`config.mk`:
```
export PLATFORM = sky130hd
export DESIGN_NAME = ifc_queue
export DESIGN_NICKNAME = d
export VERILOG_FILES = /design/src/hw/rtl/ifc_pkg.sv /design/src/hw/rtl/ifc_queue.sv
export SDC_FILE = /design/constraint.sdc
export NUM_CORES = 1
export LEC_CHECK = 0
export BUFFER_PORTS_ARGS = -buffer_cell sky130_fd_sc_hd__buf_2
export CAP_MARGIN = 25
export CORE_ASPECT_RATIO = 1.25
export CORE_MARGIN = 5
export CORE_UTILIZATION = 41
export DETAILED_ROUTE_END_ITERATION = 6
export PLACE_DENSITY = 0.61
export SYNTH_ARGS = -nofsm -noshare
export SYNTH_HDL_FRONTEND = slang
export SYNTH_SLANG_ARGS = --single-unit
export TNS_END_PERCENT = 5
```
`constraint.sdc`:
```
create_clock -name clk -period 2.8 [get_ports clk]
set_input_delay 0.7 -clock clk [delete_from_list [all_inputs] [get_ports clk]]
set_output_delay 0.7 -clock clk [all_outputs]
set_load 0.05 [all_outputs]
```
`src/hw/rtl/ifc_pkg.sv`:
```
package ifc_pkg;

    localparam int CANVAS_COLS_DEFAULT = 256;
    localparam int CANVAS_ROWS_DEFAULT = 256;

    localparam int IDX_W     = 8;
    localparam int POS_W     = 8;
    localparam int SIZE_W    = 9;
    localparam int MODE_W    = 3;
    localparam int TRANSP_W  = 9;
    localparam int CFG_IDX_W = 3;
    localparam int CFG_DAT_W = 9;
    localparam int DIM_W     = 13;

    localparam int QUEUE_DEPTH = 4;

    localparam logic [CFG_IDX_W-1:0] REG_FRAME_LEFT   = 3'd0;
    localparam logic [CFG_IDX_W-1:0] REG_FRAME_TOP    = 3'd1;
    localparam logic [CFG_IDX_W-1:0] REG_FRAME_WIDTH  = 3'd2;
    localparam logic [CFG_IDX_W-1:0] REG_FRAME_HEIGHT = 3'd3;
    localparam logic [CFG_IDX_W-1:0] REG_FRAME_MODE   = 3'd4;
    localparam logic [CFG_IDX_W-1:0] REG_TRANSPARENT  = 3'd5;
    localparam logic [CFG_IDX_W-1:0] REG_BACKGROUND   = 3'd6;

    localparam logic [1:0] DISPOSE_NONE       = 2'd0;
    localparam logic [1:0] DISPOSE_BACKGROUND = 2'd1;

    localparam logic [SIZE_W-1:0]   FRAME_SIZE_RESET  = 9'd256;
    localparam logic [TRANSP_W-1:0] TRANSPARENT_RESET = 9'h1FF;

    typedef struct packed {
        logic [POS_W-1:0]    frame_left;
        logic [POS_W-1:0]    frame_top;
        logic [SIZE_W-1:0]   frame_width;
        logic [SIZE_W-1:0]   frame_height;
        logic [MODE_W-1:0]   frame_mode;
        logic [TRANSP_W-1:0] transparent_index;
        logic [IDX_W-1:0]    background_index;
    } cfg_t;

    typedef struct packed {
        logic             on_canvas;
        logic             in_rect;
        logic             take_new;
        logic [IDX_W-1:0] pixel;
        logic             last;
    } item_t;

endpackage

```
`src/hw/rtl/ifc_queue.sv`:
```
module ifc_queue #(
    parameter int ADDR_W = 16
) (
    input  logic                 clk,
    input  logic                 rst_n,
    input  logic                 push_valid,
    output logic                 push_ready,
    input  ifc_pkg::item_t       push_item,
    input  logic [ADDR_W-1:0]    push_addr,
    output logic                 pop_valid,
    input  logic                 pop_ready,
    output ifc_pkg::item_t       pop_item,
    output logic [ADDR_W-1:0]    pop_addr
);

    localparam int PTR_W = $clog2(ifc_pkg::QUEUE_DEPTH);

    ifc_pkg::item_t       item_mem [ifc_pkg::QUEUE_DEPTH];
    logic [ADDR_W-1:0]    addr_mem [ifc_pkg::QUEUE_DEPTH];

    logic [PTR_W-1:0]     wr_ptr_reg;
    logic [PTR_W-1:0]     wr_ptr_next;
    logic [PTR_W-1:0]     rd_ptr_reg;
    logic [PTR_W-1:0]     rd_ptr_next;
    logic [PTR_W:0]       count_reg;
    logic [PTR_W:0]       count_next;
    logic                 do_push;
    logic                 do_pop;

    assign push_ready = (count_reg != (PTR_W+1)'(ifc_pkg::QUEUE_DEPTH));
    assign pop_valid  = (count_reg != '0);
    assign do_push    = push_valid && push_ready;
    assign do_pop     = pop_valid && pop_ready;
    assign pop_item   = item_mem[rd_ptr_reg];
    assign pop_addr   = addr_mem[rd_ptr_reg];

    always_comb
    begin
        wr_ptr_next = do_push ? wr_ptr_reg + 1'b1 : wr_ptr_reg;
        rd_ptr_next = do_pop ? rd_ptr_reg + 1'b1 : rd_ptr_reg;
        unique case ({do_push, do_pop})
            2'b10:   count_next = count_reg + 1'b1;
            2'b01:   count_next = count_reg - 1'b1;
            default: count_next = count_reg;
        endcase
    end

    always_ff @(posedge clk or negedge rst_n)
    begin
        if (!rst_n)
        begin
            wr_ptr_reg <= '0;
            rd_ptr_reg <= '0;
            count_reg  <= '0;
        end
        else
        begin
            wr_ptr_reg <= wr_ptr_next;
            rd_ptr_reg <= rd_ptr_next;
            count_reg  <= count_next;
        end
    end

    always_ff @(posedge clk)
    begin
        if (do_push)
        begin
            item_mem[wr_ptr_reg] <= push_item;
            addr_mem[wr_ptr_reg] <= push_addr;
        end
    end

endmodule

```
=== After elaboration in Yosys (flattened, before gate mapping) ===
Memory sizes are Yosys's and may differ from the RTL's.
Cells that the tools add are included.

* Add/subtract/negate cells: 4
* Eq/ne operators: 3
* Mux-type cells: 3
* Reductions and logical operators: 4

{| class="wikitable"
|+ Operators with widths
! cell !! count
|-
| 3-bit one-hot mux with 2 select lines || 1
|-
| 2-bit by 1-bit adder with 2-bit output, second input constant || 2
|-
| 3-bit by 1-bit adder with 3-bit output, second input constant || 1
|-
| 3-bit inequality test, second input constant || 1
|-
| 3-bit nonzero test || 1
|-
| 3-bit by 1-bit subtractor with 3-bit output, second input constant || 1
|-
| 2-bit by 1-bit == test with 1-bit output, second input constant || 1
|-
| 2-bit == test, second input constant || 1
|-
| 1-bit logical AND || 2
|-
| 1-bit 2-to-1 mux || 2
|-
| 2-bit nonzero test || 1
|}

* Register bits after elaboration: 7
* RAM bits: 112
* Input bits: 32
* Logic and storage cells: 19
* Memories: 2

{| class="wikitable"
|+ Memory list
! memory !! words !! bits a word !! read ports !! clocked after memory_dff !! wr ports !! RTL line !! RTL
|-
| addr_mem || 4 || 16 || 1 || 0 || 1 || ifc_queue.sv:19 || <nowiki>logic [ADDR_W-1:0] addr_mem [ifc_pkg::QUEUE_DEPTH];</nowiki>
|-
| item_mem || 4 || 12 || 1 || 0 || 1 || ifc_queue.sv:18 || <nowiki>ifc_pkg::item_t item_mem [ifc_pkg::QUEUE_DEPTH];</nowiki>
|}

=== Logic depth before layout (Yosys ltp) ===
* Depth in word-level cells: 4
* Mapped depth: 9

=== Least setup slack after synthesis ===
Ideal clock, no wire load.

* Path kind: register -> register
* Start point: register count_reg[0]
* End point: register count_reg[2]
* Library setup time: 79 ps
* Arrival: 2123 ps
* Required time: 2721 ps
* Setup slack: 598 ps
* Cell stages (with the launch flop): 10
* Path buffers: 0
* Period minus slack after synthesis: 2202 ps
* Cell sequence: dfrtp_1 > or3b_4 > and2_4 > inv_1 > ha_1 > inv_1 > fa_1 > xor2_1 > nor2_1 > xor2_1

* Longest elaborated chain between the ends: 4

{| class="wikitable"
|+ RTL lines
! what !! RTL line !! RTL
|-
| start, declared || ifc_queue.sv:25 || <nowiki>logic [PTR_W:0] count_reg;</nowiki>
|-
| start signal, assigned || ifc_queue.sv:60 || <nowiki>count_reg <= count_next;</nowiki>
|-
| 3-bit inequality test (*) || ifc_queue.sv:30 || <nowiki>assign push_ready = (count_reg != (PTR_W+1)'(ifc_pkg::QUEUE_DEPTH));</nowiki>
|-
| via push_ready || ifc_queue.sv:7 || <nowiki>output logic push_ready,</nowiki>
|-
| 1-bit logical AND (*) || ifc_queue.sv:32 || <nowiki>assign do_push = push_valid && push_ready;</nowiki>
|-
| 2-bit by 1-bit == test with 1-bit output / 2-bit == test (equally long branches) || ifc_queue.sv:41 || <nowiki>unique case ({do_push, do_pop})</nowiki>
|-
| 3-bit one-hot mux with 2 select lines / 2-bit nonzero test (equally long branches) || -- ||
|}

Mark *: on every way through the listed nets, which the timed path passes. The rest lies on a longest branch.
A chain may end at the register's enable or synchronous reset.

==> impl_metrics.ini <==
[floorplan]
rows = 42
ios = 62
core_area_sq_mm = 0.0106
start_util_pct = 42.0
die_w_um = 103
die_height_um = 127
die_area_sq_mm = 0.0131

[pwr]
pwr-share-seq_pct = 35.9
total_power_mw = 7.07
power_switching_mw = 2.55
p_comb_share_pct = 36.4
pwr-share-clk_pct = 27.7
power_leakage_nw = 1.99
swShare_pct = 36.1
ir_drop_mv = 0.681
power_density_mw_per_mm2 = 1270
p_int_mw = 4.52

[yosys]
synth_top_area_share_pct = 75.5
ys_types = 19
syn_nets = 221
syn_area_per_cell_sq_um = 24.3
synth_area_leader_cell = edfxtp_1
synth_cells = 183
syn_area_sq_mm = 0.00446
synth_area_leaders = edfxtp_1 (75%), mux4_2 (14%), dfrtp_1 (3.9%)
synth_seq_cells = 119
ys_seq_area_share_pct = 79.4
yosys_warnings = 0

[clock_tree]
post_cts_buffers = 0
insertion_delay_ps = 390
cts_buffers = 17
clk_pin_slew_ps = 50
htreeDepth = 4
cts_tree = built
clockBufferDepth = 2
ctsResizeCount = 0
cts_hold_buf = 0
cts.sinks = 119
cts_root_buf = clkbuf_16

[sta]
fmax_ghz = 0.376
relSlewSlack_pct = 66.8
period_needed_ps = 2660
setup_viol = 0
setup_ws_ps = 142
hold_violations = 0
grt_setup_unrepaired = no
totalNegativeSetupSlack_ps = 0
drv_slew = 0
fin_skew_ps = 8.46
period_share_pct = 94.9
tightest_slew_ps = 498

[worst_setup_path]
critPathRequiredTime_ps = 2100
cp-end-kind = output port
cp_max_fo = 10
startpoint_type = flop
worstSetupPathType = reg2out
cp.arrival_ps = 1960

[final_layout]
antenna_cells = 0
layout_commonest_cell = edfxtp_1
largest_register_ffs = 64
area_growth_pct = 24.8
fin_util_pct = 52.4
final_cell_mix = edfxtp_1 (112), buf_2 (61), mux4_2 (28)
drive_above_1_share_pct = 47.0
fillers = 871
fin_area_sq_mm = 0.00556
nets = 304

[route]
wirelength_um = 7690
dr.pass1.iters = 4
num_vias = 2065
drc = 0
drtIter0Drc = 120
wire_per_inst_um = 18.7
vias_per_cell = 5.02
ant_nets = 0

[job]
drv_cap = 0

[grt]
grt_max_degree = 24
overflow = 0
grt_pass1_vias = 2293
antenna_found_initial = 1
grt_pass1_wl_um = 12100
groute.usage.overall_pct = 13.0

[status]
status = finished clean

[placement]
post-dp-hpwl_um = 5020
io_buffers = 61
pre_cts_slack_ps = 507
gp_congestion = 0.677
place_area_sq_mm = 0.00502

[min_path]
min-delay-path-class = in2async
==> cells in the mapped netlist <==
library cell,instances
edfxtp_1,112
mux4_2,28
dfrtp_1,7
inv_1,6
buf_2,5
ha_1,5
and3_2,4
xnor2_1,3
xor2_1,3
and2_4,1
clkbuf_1,1
fa_1,1
mux2_4,1
mux2i_1,1
nand2_1,1
nor2_1,1
o31a_2,1
or3_2,1
or3b_4,1
==> power groups by stage <==
stage	clock network [mW]	registers (mW)	logic (mW)
3_3_place_gp	0	2.56	2.62
6_report	1.96	2.54	2.57
5_1_grt	2.09	2.58	2.73
2_1_floorplan	0	2.47	2.03
4_1_cts	2.00	2.55	2.64
3_5_place_dp	0	2.58	2.63
==> kinds of logic after synthesis <==
group / Yosys count / share of synthesized area (%)
XOR/XNOR: 6 / 1.18
multiplexers: 30 / 14.7
AND/OR/NAND/NOR: 9 / 1.46
flip-flops: 119 / 79.4
buffers and inverters: 12 / 1.15
AO/OA/AOI/OAI: 1 / 0.225
adder cells (fa/ha/maj): 6 / 1.85
==> path summary, 6_finish.rpt <==
| path | endpoint | depth (start not counted) | startpoint | slack, ps |
|---|---|---|---|---|
| min | count_reg[2]$_DFFE_PN0P_ | 1 | rst_n | 140 |
| max | pop_item[2] | 3 | rd_ptr_reg[0]$_DFFE_PN0P_ | 140 |
| min in group clk | count_reg[2]$_DFFE_PN0P_ | 1 | count_reg[2]$_DFFE_PN0P_ | 500 |
| max reg2reg | count_reg[2]$_DFFE_PN0P_ | 9 | count_reg[0]$_DFFE_PN0P_ | 580 |
| max in group asynchronous | rd_ptr_reg[0]$_DFFE_PN0P_ | 1 | rst_n | 2470 |
| min reg2reg | count_reg[2]$_DFFE_PN0P_ | 1 | count_reg[2]$_DFFE_PN0P_ | 500 |
==> cell type report <==
class | instances | area [sq um] | area share, %
sequential | 119 | 3540 | 63.7
clock inverter | 14 | 115 | 2.07
multi-input combinational | 52 | 866 | 15.6
tap | 132 | 165 | 2.97
clock buffer | 18 | 429 | 7.72
inverter | 6 | 22.5 | 0.405
timing repair buffer | 70 | 423 | 7.61
==> per-stage QoR <==
stage / hold WS, ps / cells
after floorplan: 404 / 183
after detailed placement: 488 / 379
after global placement: 503 / 379
after CTS: 127 / 411
after global routing: 132 / 411
final: 139 / 411
==> metal layers <==
metal	up-vias	wire [um]	part of all wire, %	GRT usage, %
li1	928	-	-	-
met1	1076	3020	39	14.8
met2	48	4210	55	21.8
met3	11	326	4.2	4.28
met4	2	121	1.6	5.95
met5	-	7	0.091	0
==> worst max-delay path, cell delays in order (launching register included) <==
cell and delay (ps):
dfrtp_2 600, buf_12 210, mux4_2 520, buf_2 230
(Power assumes the default switching activity.)
