### src/hw/rtl/ifc_pkg.sv
package ifc_pkg;

    localparam int CANVAS_COLS_DEFAULT = 256;
    localparam int CANVAS_ROWS_DEFAULT = 256;

    localparam int IDX_W     = 8;
    localparam int POS_W     = 8;
    localparam int SIZE_W    = 9;
    localparam int MODE_W    = 3;
    localparam int TRANSP_W  = 9;
    localparam int CFG_IDX_W = 3;
    localparam int CFG_DAT_W = 9;
    localparam int DIM_W     = 13;

    localparam int QUEUE_DEPTH = 4;

    localparam logic [CFG_IDX_W-1:0] REG_FRAME_LEFT   = 3'd0;
    localparam logic [CFG_IDX_W-1:0] REG_FRAME_TOP    = 3'd1;
    localparam logic [CFG_IDX_W-1:0] REG_FRAME_WIDTH  = 3'd2;
    localparam logic [CFG_IDX_W-1:0] REG_FRAME_HEIGHT = 3'd3;
    localparam logic [CFG_IDX_W-1:0] REG_FRAME_MODE   = 3'd4;
    localparam logic [CFG_IDX_W-1:0] REG_TRANSPARENT  = 3'd5;
    localparam logic [CFG_IDX_W-1:0] REG_BACKGROUND   = 3'd6;

    localparam logic [1:0] DISPOSE_NONE       = 2'd0;
    localparam logic [1:0] DISPOSE_BACKGROUND = 2'd1;

    localparam logic [SIZE_W-1:0]   FRAME_SIZE_RESET  = 9'd256;
    localparam logic [TRANSP_W-1:0] TRANSPARENT_RESET = 9'h1FF;

    typedef struct packed {
        logic [POS_W-1:0]    frame_left;
        logic [POS_W-1:0]    frame_top;
        logic [SIZE_W-1:0]   frame_width;
        logic [SIZE_W-1:0]   frame_height;
        logic [MODE_W-1:0]   frame_mode;
        logic [TRANSP_W-1:0] transparent_index;
        logic [IDX_W-1:0]    background_index;
    } cfg_t;

    typedef struct packed {
        logic             on_canvas;
        logic             in_rect;
        logic             take_new;
        logic [IDX_W-1:0] pixel;
        logic             last;
    } item_t;

endpackage

### src/hw/rtl/ifc_pixel_if.sv
interface ifc_pixel_if;
    logic       valid;
    logic       ready;
    logic [7:0] canvas_col;
    logic [7:0] canvas_row;
    logic [7:0] frame_pixel;
    logic       frame_end;

    modport source (output valid, output canvas_col, output canvas_row,
                    output frame_pixel, output frame_end, input ready);
    modport sink (input valid, input canvas_col, input canvas_row,
                  input frame_pixel, input frame_end, output ready);
endinterface

### src/hw/rtl/ifc_front.sv
module ifc_front #(
    parameter int CANVAS_COLS = ifc_pkg::CANVAS_COLS_DEFAULT,
    parameter int CANVAS_ROWS = ifc_pkg::CANVAS_ROWS_DEFAULT,
    parameter int COL_W       = 8,
    parameter int ROW_W       = 8
) (
    input  logic                     clk,
    input  logic                     rst_n,
    ifc_pixel_if.sink                in_ch,
    input  ifc_pkg::cfg_t            cfg,
    output logic                     push_valid,
    input  logic                     push_ready,
    output ifc_pkg::item_t           push_item,
    output logic [COL_W+ROW_W-1:0]   push_addr
);

    logic                         valid_reg;
    logic                         valid_next;
    ifc_pkg::item_t               item_reg;
    logic [COL_W+ROW_W-1:0]       addr_reg;

    ifc_pkg::item_t               item_next;
    logic [COL_W+ROW_W-1:0]       addr_next;
    logic [COL_W+7:0]             col_wide;
    logic [ROW_W+7:0]             row_wide;
    logic                         on_canvas;
    logic                         col_hit;
    logic                         row_hit;
    logic                         in_rect;
    logic                         see_through;
    logic                         accept;

    assign in_ch.ready = !valid_reg || push_ready;
    assign accept      = in_ch.valid && in_ch.ready;

    always_comb
    begin
        col_wide  = {{COL_W{1'b0}}, in_ch.canvas_col};
        row_wide  = {{ROW_W{1'b0}}, in_ch.canvas_row};
        on_canvas = ({5'd0, in_ch.canvas_col} < ifc_pkg::DIM_W'(CANVAS_COLS))
                 && ({5'd0, in_ch.canvas_row} < ifc_pkg::DIM_W'(CANVAS_ROWS));
        col_hit   = ({2'b0, in_ch.canvas_col} >= {2'b0, cfg.frame_left})
                 && ({2'b0, in_ch.canvas_col}
                     < ({2'b0, cfg.frame_left} + {1'b0, cfg.frame_width}));
        row_hit   = ({2'b0, in_ch.canvas_row} >= {2'b0, cfg.frame_top})
                 && ({2'b0, in_ch.canvas_row}
                     < ({2'b0, cfg.frame_top} + {1'b0, cfg.frame_height}));
        in_rect   = on_canvas && col_hit && row_hit;
        see_through = cfg.frame_mode[0] && !cfg.transparent_index[8]
                   && (in_ch.frame_pixel == cfg.transparent_index[7:0]);

        item_next.on_canvas = on_canvas;
        item_next.in_rect   = in_rect;
        item_next.take_new  = in_rect && !see_through;
        item_next.pixel     = in_ch.frame_pixel;
        item_next.last      = in_ch.frame_end;
        addr_next = {row_wide[ROW_W-1:0], col_wide[COL_W-1:0]};

        if (accept)
        begin
            valid_next = 1'b1;
        end
        else if (push_ready)
        begin
            valid_next = 1'b0;
        end
        else
        begin
            valid_next = valid_reg;
        end
    end

    always_ff @(posedge clk or negedge rst_n)
    begin
        if (!rst_n)
        begin
            valid_reg <= 1'b0;
        end
        else
        begin
            valid_reg <= valid_next;
        end
    end

    always_ff @(posedge clk)
    begin
        if (accept)
        begin
            item_reg <= item_next;
            addr_reg <= addr_next;
        end
    end

    assign push_valid = valid_reg;
    assign push_item  = item_reg;
    assign push_addr  = addr_reg;

endmodule

### src/flat_wrapper.sv
// flat-port wrapper written by rule: the top's interface ports become plain ports
module ifc_front_flat 
#(
    parameter int CANVAS_COLS = ifc_pkg::CANVAS_COLS_DEFAULT,
    parameter int CANVAS_ROWS = ifc_pkg::CANVAS_ROWS_DEFAULT,
    parameter int COL_W       = 8,
    parameter int ROW_W       = 8
)
  (clk, rst_n, cfg, push_valid, push_ready, push_item, push_addr, in_ch_valid, in_ch_canvas_col, in_ch_canvas_row, in_ch_frame_pixel, in_ch_frame_end, in_ch_ready);
  ifc_pixel_if in_ch_i ();
  input  logic clk;
  input  logic rst_n;
  input  ifc_pkg::cfg_t cfg;
  output logic push_valid;
  input  logic push_ready;
  output ifc_pkg::item_t push_item;
  output logic [COL_W+ROW_W-1:0] push_addr;
  input wire logic [$bits(in_ch_i.valid)-1:0] in_ch_valid;
  input wire logic [$bits(in_ch_i.canvas_col)-1:0] in_ch_canvas_col;
  input wire logic [$bits(in_ch_i.canvas_row)-1:0] in_ch_canvas_row;
  input wire logic [$bits(in_ch_i.frame_pixel)-1:0] in_ch_frame_pixel;
  input wire logic [$bits(in_ch_i.frame_end)-1:0] in_ch_frame_end;
  output wire logic [$bits(in_ch_i.ready)-1:0] in_ch_ready;
  assign in_ch_i.valid = in_ch_valid;
  assign in_ch_i.canvas_col = in_ch_canvas_col;
  assign in_ch_i.canvas_row = in_ch_canvas_row;
  assign in_ch_i.frame_pixel = in_ch_frame_pixel;
  assign in_ch_i.frame_end = in_ch_frame_end;
  assign in_ch_ready = in_ch_i.ready;
  ifc_front #(.CANVAS_COLS(CANVAS_COLS), .CANVAS_ROWS(CANVAS_ROWS), .COL_W(COL_W), .ROW_W(ROW_W)) u_core (.clk(clk), .rst_n(rst_n), .in_ch(in_ch_i), .cfg(cfg), .push_valid(push_valid), .push_ready(push_ready), .push_item(push_item), .push_addr(push_addr));
endmodule
### config.mk
export PLATFORM = sky130hd
export DESIGN_NAME = ifc_front_flat
export DESIGN_NICKNAME = d
export VERILOG_FILES = /design/src/hw/rtl/ifc_pkg.sv /design/src/hw/rtl/ifc_pixel_if.sv /design/src/hw/rtl/ifc_front.sv /design/src/flat_wrapper.sv
export SDC_FILE = /design/constraint.sdc
export NUM_CORES = 1
export LEC_CHECK = 0
export BUFFER_PORTS_ARGS = -buffer_cell sky130_fd_sc_hd__buf_4
export CAP_MARGIN = 5
export CORE_AREA = 2 2 77 79
export CTS_BUF_LIST = sky130_fd_sc_hd__clkbuf_8
export DETAILED_ROUTE_END_ITERATION = 10
export DIE_AREA = 0 0 79 81
export HOLD_SLACK_MARGIN = 0.1
export PLACE_DENSITY_LB_ADDON = 0.05
export SLEW_MARGIN = 40
export SYNTH_ARGS = -nofsm -noshare
export SYNTH_HDL_FRONTEND = slang
export SYNTH_SLANG_ARGS = --single-unit
### constraint.sdc
create_clock -name clk -period 1.55 [get_ports clk]
set_input_delay 0.31 -clock clk [delete_from_list [all_inputs] [get_ports clk]]
set_output_delay 0.31 -clock clk [all_outputs]
set_load 0.05 [all_outputs]
After elaboration in Yosys (flattened, before gate mapping)

Index checks and enable logic that the tools add are counted.
Widths: inputs -> output; s select.

Add/subtract/negate cells: 2
Multipliers: 0
Div/mod/pow operators: 0
Magnitude comparators: 4
Equal/unequal tests: 1
Shift-type cells: 0
Mux-type cells: 2
Bitwise operators: 0
Reductions and logical operators: 12

Operator list:

| cell              | number |
|---|---|
| $add 8x9->10      | 2 |
| $lt 8x10->1       | 2 |
| $ge 8x8->1        | 2 |
| $eq 8x8->1        | 1 |
| $logic_and 1x1->1 | 7 |
| $logic_not 1->1   | 3 |
| $mux 1            | 2 |
| $reduce_bool 2->1 | 1 |
| $logic_or 1x1->1  | 1 |

Flip-flop bits (word level): 28
Bits in latches: 0
Memory bits (writable): 0
Bits in read-only memories: 0
Logic and storage cells: 27
Memories: 0

Depth between registers and ports, before layout

Depth in word-level cells: 5
Mapped depth: 14
Depth with buffers taken out: 14

Least setup slack after synthesis

No wires, ideal clock.

Path type: input to register
From: in cfg[20] in the netlist's numbering
To: reg u_core.item_reg, in the netlist u_core.push_item[9], data pin
Arrival: 2.504 ns
Required time: 1.393 ns
Path slack: -1.111 ns
Cell stages on the path: 14
Buffers on the path: 0
Cell sequence: ha_1 -> inv_1 -> fa_1 -> nand2b_1 -> or2b_1 -> a21oi_1 -> xor2_1 -> ha_1 -> a21o_1 -> a21oi_1 -> o211ai_1 -> a31oi_1 -> o32ai_2 -> nor3_1

RTL lines:

| item                 | RTL line           | text |
|---|---|---|
| start, declared      | flat_wrapper.sv:13 | `input ifc_pkg::cfg_t cfg;` |
| end signal, assigned | ifc_front.sv:89    | `item_reg <= item_next;` |
| end, declared        | ifc_front.sv:19    | `ifc_pkg::item_t item_reg;` |

Worst setup path in the final report

From: in cfg[38] in the netlist's numbering
To: reg u_core.item_reg, in the netlist u_core.push_item[10], data pin

Cells in the longest elaborated chain, start to end: 4
Elaborated cells on any way between the ends: 5
Those cells by class: add/sub: 1; order compare: 2; reduce/logical: 2

RTL lines:

| item                     | RTL line        | text |
|---|---|---|
| $add 8x9->10             | ifc_front.sv:47 | `< ({2'b0, cfg.frame_top} + {1'b0, cfg.frame_height}));` |
| $lt 8x10->1              | ifc_front.sv:47 |  |
| $logic_and 1x1->1 (*)    | ifc_front.sv:46 | `&& ({2'b0, in_ch.canvas_row}` |
| $logic_and 1x1->1 (*)    | ifc_front.sv:48 | `in_rect = on_canvas && col_hit && row_hit;` |
| named net u_core.in_rect | ifc_front.sv:29 | `logic in_rect;` |

Mark *: on every way through the listed nets, which the timed path passes. The rest lies on a longest branch.
A chain may end at the register's enable or synchronous reset.

==> results.md <==
* Status: finished, violations left
* Violated checks: negative setup slack
* Clock transition at path regs at 90 ps
* Global placement routability congestion at 0.8016
* Distinct cell type count of the synthesized netlist at 44
* Maximum fanout encountered on the critical timing path at 3
* Worst Hold Margin at 212.9 ps
* Number of vias in the routed layout at 2240
* Fraction of the yosys area taken by sequential cells at 34.92%
* Die Y-Extent at 81 microns
* Standard cell core area at 0.005675 sq mm
* Worst hold path class: in2reg
* Data arrival time of the critical path at 2600 ps
* Wire length of the first global-routing pass at 9577 microns
* Number of H-tree levels at 1
* Number of global-route vias before repair at 2188
* Sort of element at the end of the critical path: flop
* Hold violation total from the final report at 0
* DP HPWL at 5036 microns
* Power Dens Cells at 697.7 mW/mm^2
* Crit share post-route at 166.0%
* Footprint of the multi-input gates at 0.001504 sq mm
* Share of synthesized area spent on multiplexers at 0%
* Post-Synthesis Cell Area at 0.002394 sq mm
* Root Driver: sky130_fd_sc_hd__clkbuf_8
* Main combinational cell family by area after synthesis: adder cells
* Violation count after the first detailed-routing iteration at 85
* Leakage power at 1.907 nW
* RSZ-0062 raised after global routing: true
* Area fraction in and, or, nand and nor cells after synthesis at 9.305%
* Number of enable flip-flop cells after synthesis at 27
* Count of buffers inserted at the top-level ports at 101
* Maximum count of clock buffers along a single path at 2
* Minimum clock period at 2573 ps
* Die width at 79 microns
* Top library cells by usage in the layout, fill and taps aside: sky130_fd_sc_hd__buf_4 (155), sky130_fd_sc_hd__ha_1 (45), sky130_fd_sc_hd__edfxtp_1 (27)
* Final antenna diode count at 0
* Number of cells produced by synthesis at 223
* Commonest non-fill, non-tap cell in the layout: sky130_fd_sc_hd__buf_4
* Initial Utilization at 42.17%
* Average wire length per cell after detail routing at 12.64 microns
* Number of setup violations in the final report at 2
* Die Footprint at 0.006399 sq mm
* Num rows at 28
* Proportion of synthesized flip-flops having asynchronous set or reset at 3.571%
* Syn Nets at 354
* Final clock skew at 1.378 ps
* Critical path startpoint category: input pin
* Number of antenna violations at the first check in global routing at 0
* Final setup TNS at -2042 ps
* Total of fill cells in the finished design at 492
* I/O pin count at 113
* Share of the synthesized area in compound gates (AO/OA/AOI/OAI) at 19.39%
* # clock sinks at 28
* Critical path type: in2reg
* Detail Route Antenna Nets at 0
* Post-Synth XOR/XNOR Area at 6.587%
* Final worst setup slack at -1023 ps
* Data required time at the worst endpoint at 1580 ps
* Total Wirelength at 5800 microns
* Max-slew violations at 0
* Insertion delay of the later-clocked pin in the worst-skew pair at 270 ps
* Share of final-layout standard cells stronger than drive strength 1 at 46.09%
* Largest net degree at the start of global routing at 28
* Via-per-instance ratio at 4.880
* TritonCTS clock tree: done
* Top achievable clock speed at 388.7 MHz
* Overflow after GRT at 0
* Flip-flop and latch count after synthesis at 28
* Total global-route track usage at 18.75%
* VDD IR-drop max at 367.0 uV
* NumNets Final at 516
* Average footprint of a synthesized cell at 10.73 sq um
* Number of synthesis warnings at 0
* Num CTS Buffers at 3
* 1st-pass router iterations at 4
* Area used by sequential logic in the layout at 835.8 sq um
* Ys flop type: sky130_fd_sc_hd__edfxtp_1
* Arithmetic-cell share of the synthesized area counting full adders, half adders and majority gates at 25.72%
* Layout-stage area growth over the synthesis result at 58.39%
* Remaining routing DRC violations at 0
* Max Cap Viol at 0
-- flip-flops by register name (all words and copies together) (netlist names) --
name               flops
u_core.push_item      11
u_core.push_addr      16
u_core.push_valid      1
-- critical path, cell delays in order --
cell	delay, ps
sky130_fd_sc_hd__buf_8	80
sky130_fd_sc_hd__ha_4	120
sky130_fd_sc_hd__inv_2	40
sky130_fd_sc_hd__fa_2	380
sky130_fd_sc_hd__nand2b_4	150
sky130_fd_sc_hd__or2b_1	160
sky130_fd_sc_hd__a21oi_2	60
sky130_fd_sc_hd__xor2_1	170
sky130_fd_sc_hd__ha_1	320
sky130_fd_sc_hd__nand4_1	120
sky130_fd_sc_hd__o211ai_1	190
sky130_fd_sc_hd__a31oi_1	130
sky130_fd_sc_hd__o32ai_2	310
sky130_fd_sc_hd__nor2_1	80
-- path summary, 6_finish.rpt --
kind,start,endpoint,slack (ps),cells after the start
max in group asynchronous,rst_n,u_core.push_valid,1120,2
hold / removal,in_ch_frame_end,u_core.push_item[0],210,1
setup reg to reg,u_core.push_valid,u_core.push_item[1],330,2
min in group asynchronous,rst_n,u_core.push_valid,350,2
setup / recovery,cfg[38],u_core.push_item[10],-1020,14
hold reg to reg,u_core.push_valid,u_core.push_valid,560,2
-- metal layers --
metal	track usage (%)	part of all wire (%)	wire length [microns]
met1	23.36	43	2515
met3	1.444	5.0	292
met2	35.08	50	2925
met5	0	0	0
met4	4.828	1.2	67
-- cells by family after synthesis --
logic type	after synthesis
AND/OR/NAND/NOR	40
other	1
XOR/XNOR	18
adder cells (fa/ha/maj)	48
buffers and inverters	24
flip-flops	28
AO/OA/AOI/OAI	64
-- cells in the mapped netlist, drive strengths merged, types with 5 or more instances --
master | number | area share [%]
a21o | 12 | 3.8
a21oi | 14 | 3.2
edfxtp | 27 | 34
ha | 46 | 24
inv | 23 | 3.6
nand2 | 5 | 0.89
nand2b | 9 | 2.4
nand4 | 6 | 1.6
nor2 | 8 | 1.3
o211ai | 6 | 2.3
o21ai | 10 | 2.1
xnor2 | 6 | 2.2
xor2 | 12 | 4.4
-- report_power, final --
group,total (mW),switching [mW],internal [mW]
clock,0.564,0.219,0.345
sequential,0.894,0.0124,0.882
combinational,1.19,0.595,0.591
total,2.65,0.826,1.82
-- metrics by stage --
stage | std cells | total power, mW | setup slack, ps | cell area, sq um | utilization (%)
after global routing | 459 | 2.832 | -1175 | 3791 | 66.80
final | 459 | 2.645 | -1023 | 3791 | 66.80
after global placement | 451 | 2.053 | -1210 | 3672 | 64.70
after CTS | 458 | 2.668 | -1029 | 3784 | 66.67
after detailed placement | 451 | 2.077 | -1302 | 3672 | 64.70
after floorplan | 223 | 1.592 | -965.6 | 2430 | -
-- timing repair --
action / in CTS / in global routing
hold endpoints to repair: 1 / 0
setup buffers: 2 / 1
endpoints found under the setup margin: 2 / 2
gates resized for setup: 4 / 0
pin swaps: 12 / 3
hold buffers: 1 / 0
-- cell type report --
class                           instances  area share, %
Multi-Input combinational cell        171          39.67
Timing Repair Buffer                  158          31.65
Sequential cell                        28          22.05
Tap cell                               75          2.475
Inverter                               23          2.277
Clock buffer                            3          1.089
Clock inverter                          1         0.7921
Note: power is estimated with default switching activity, not from simulation.
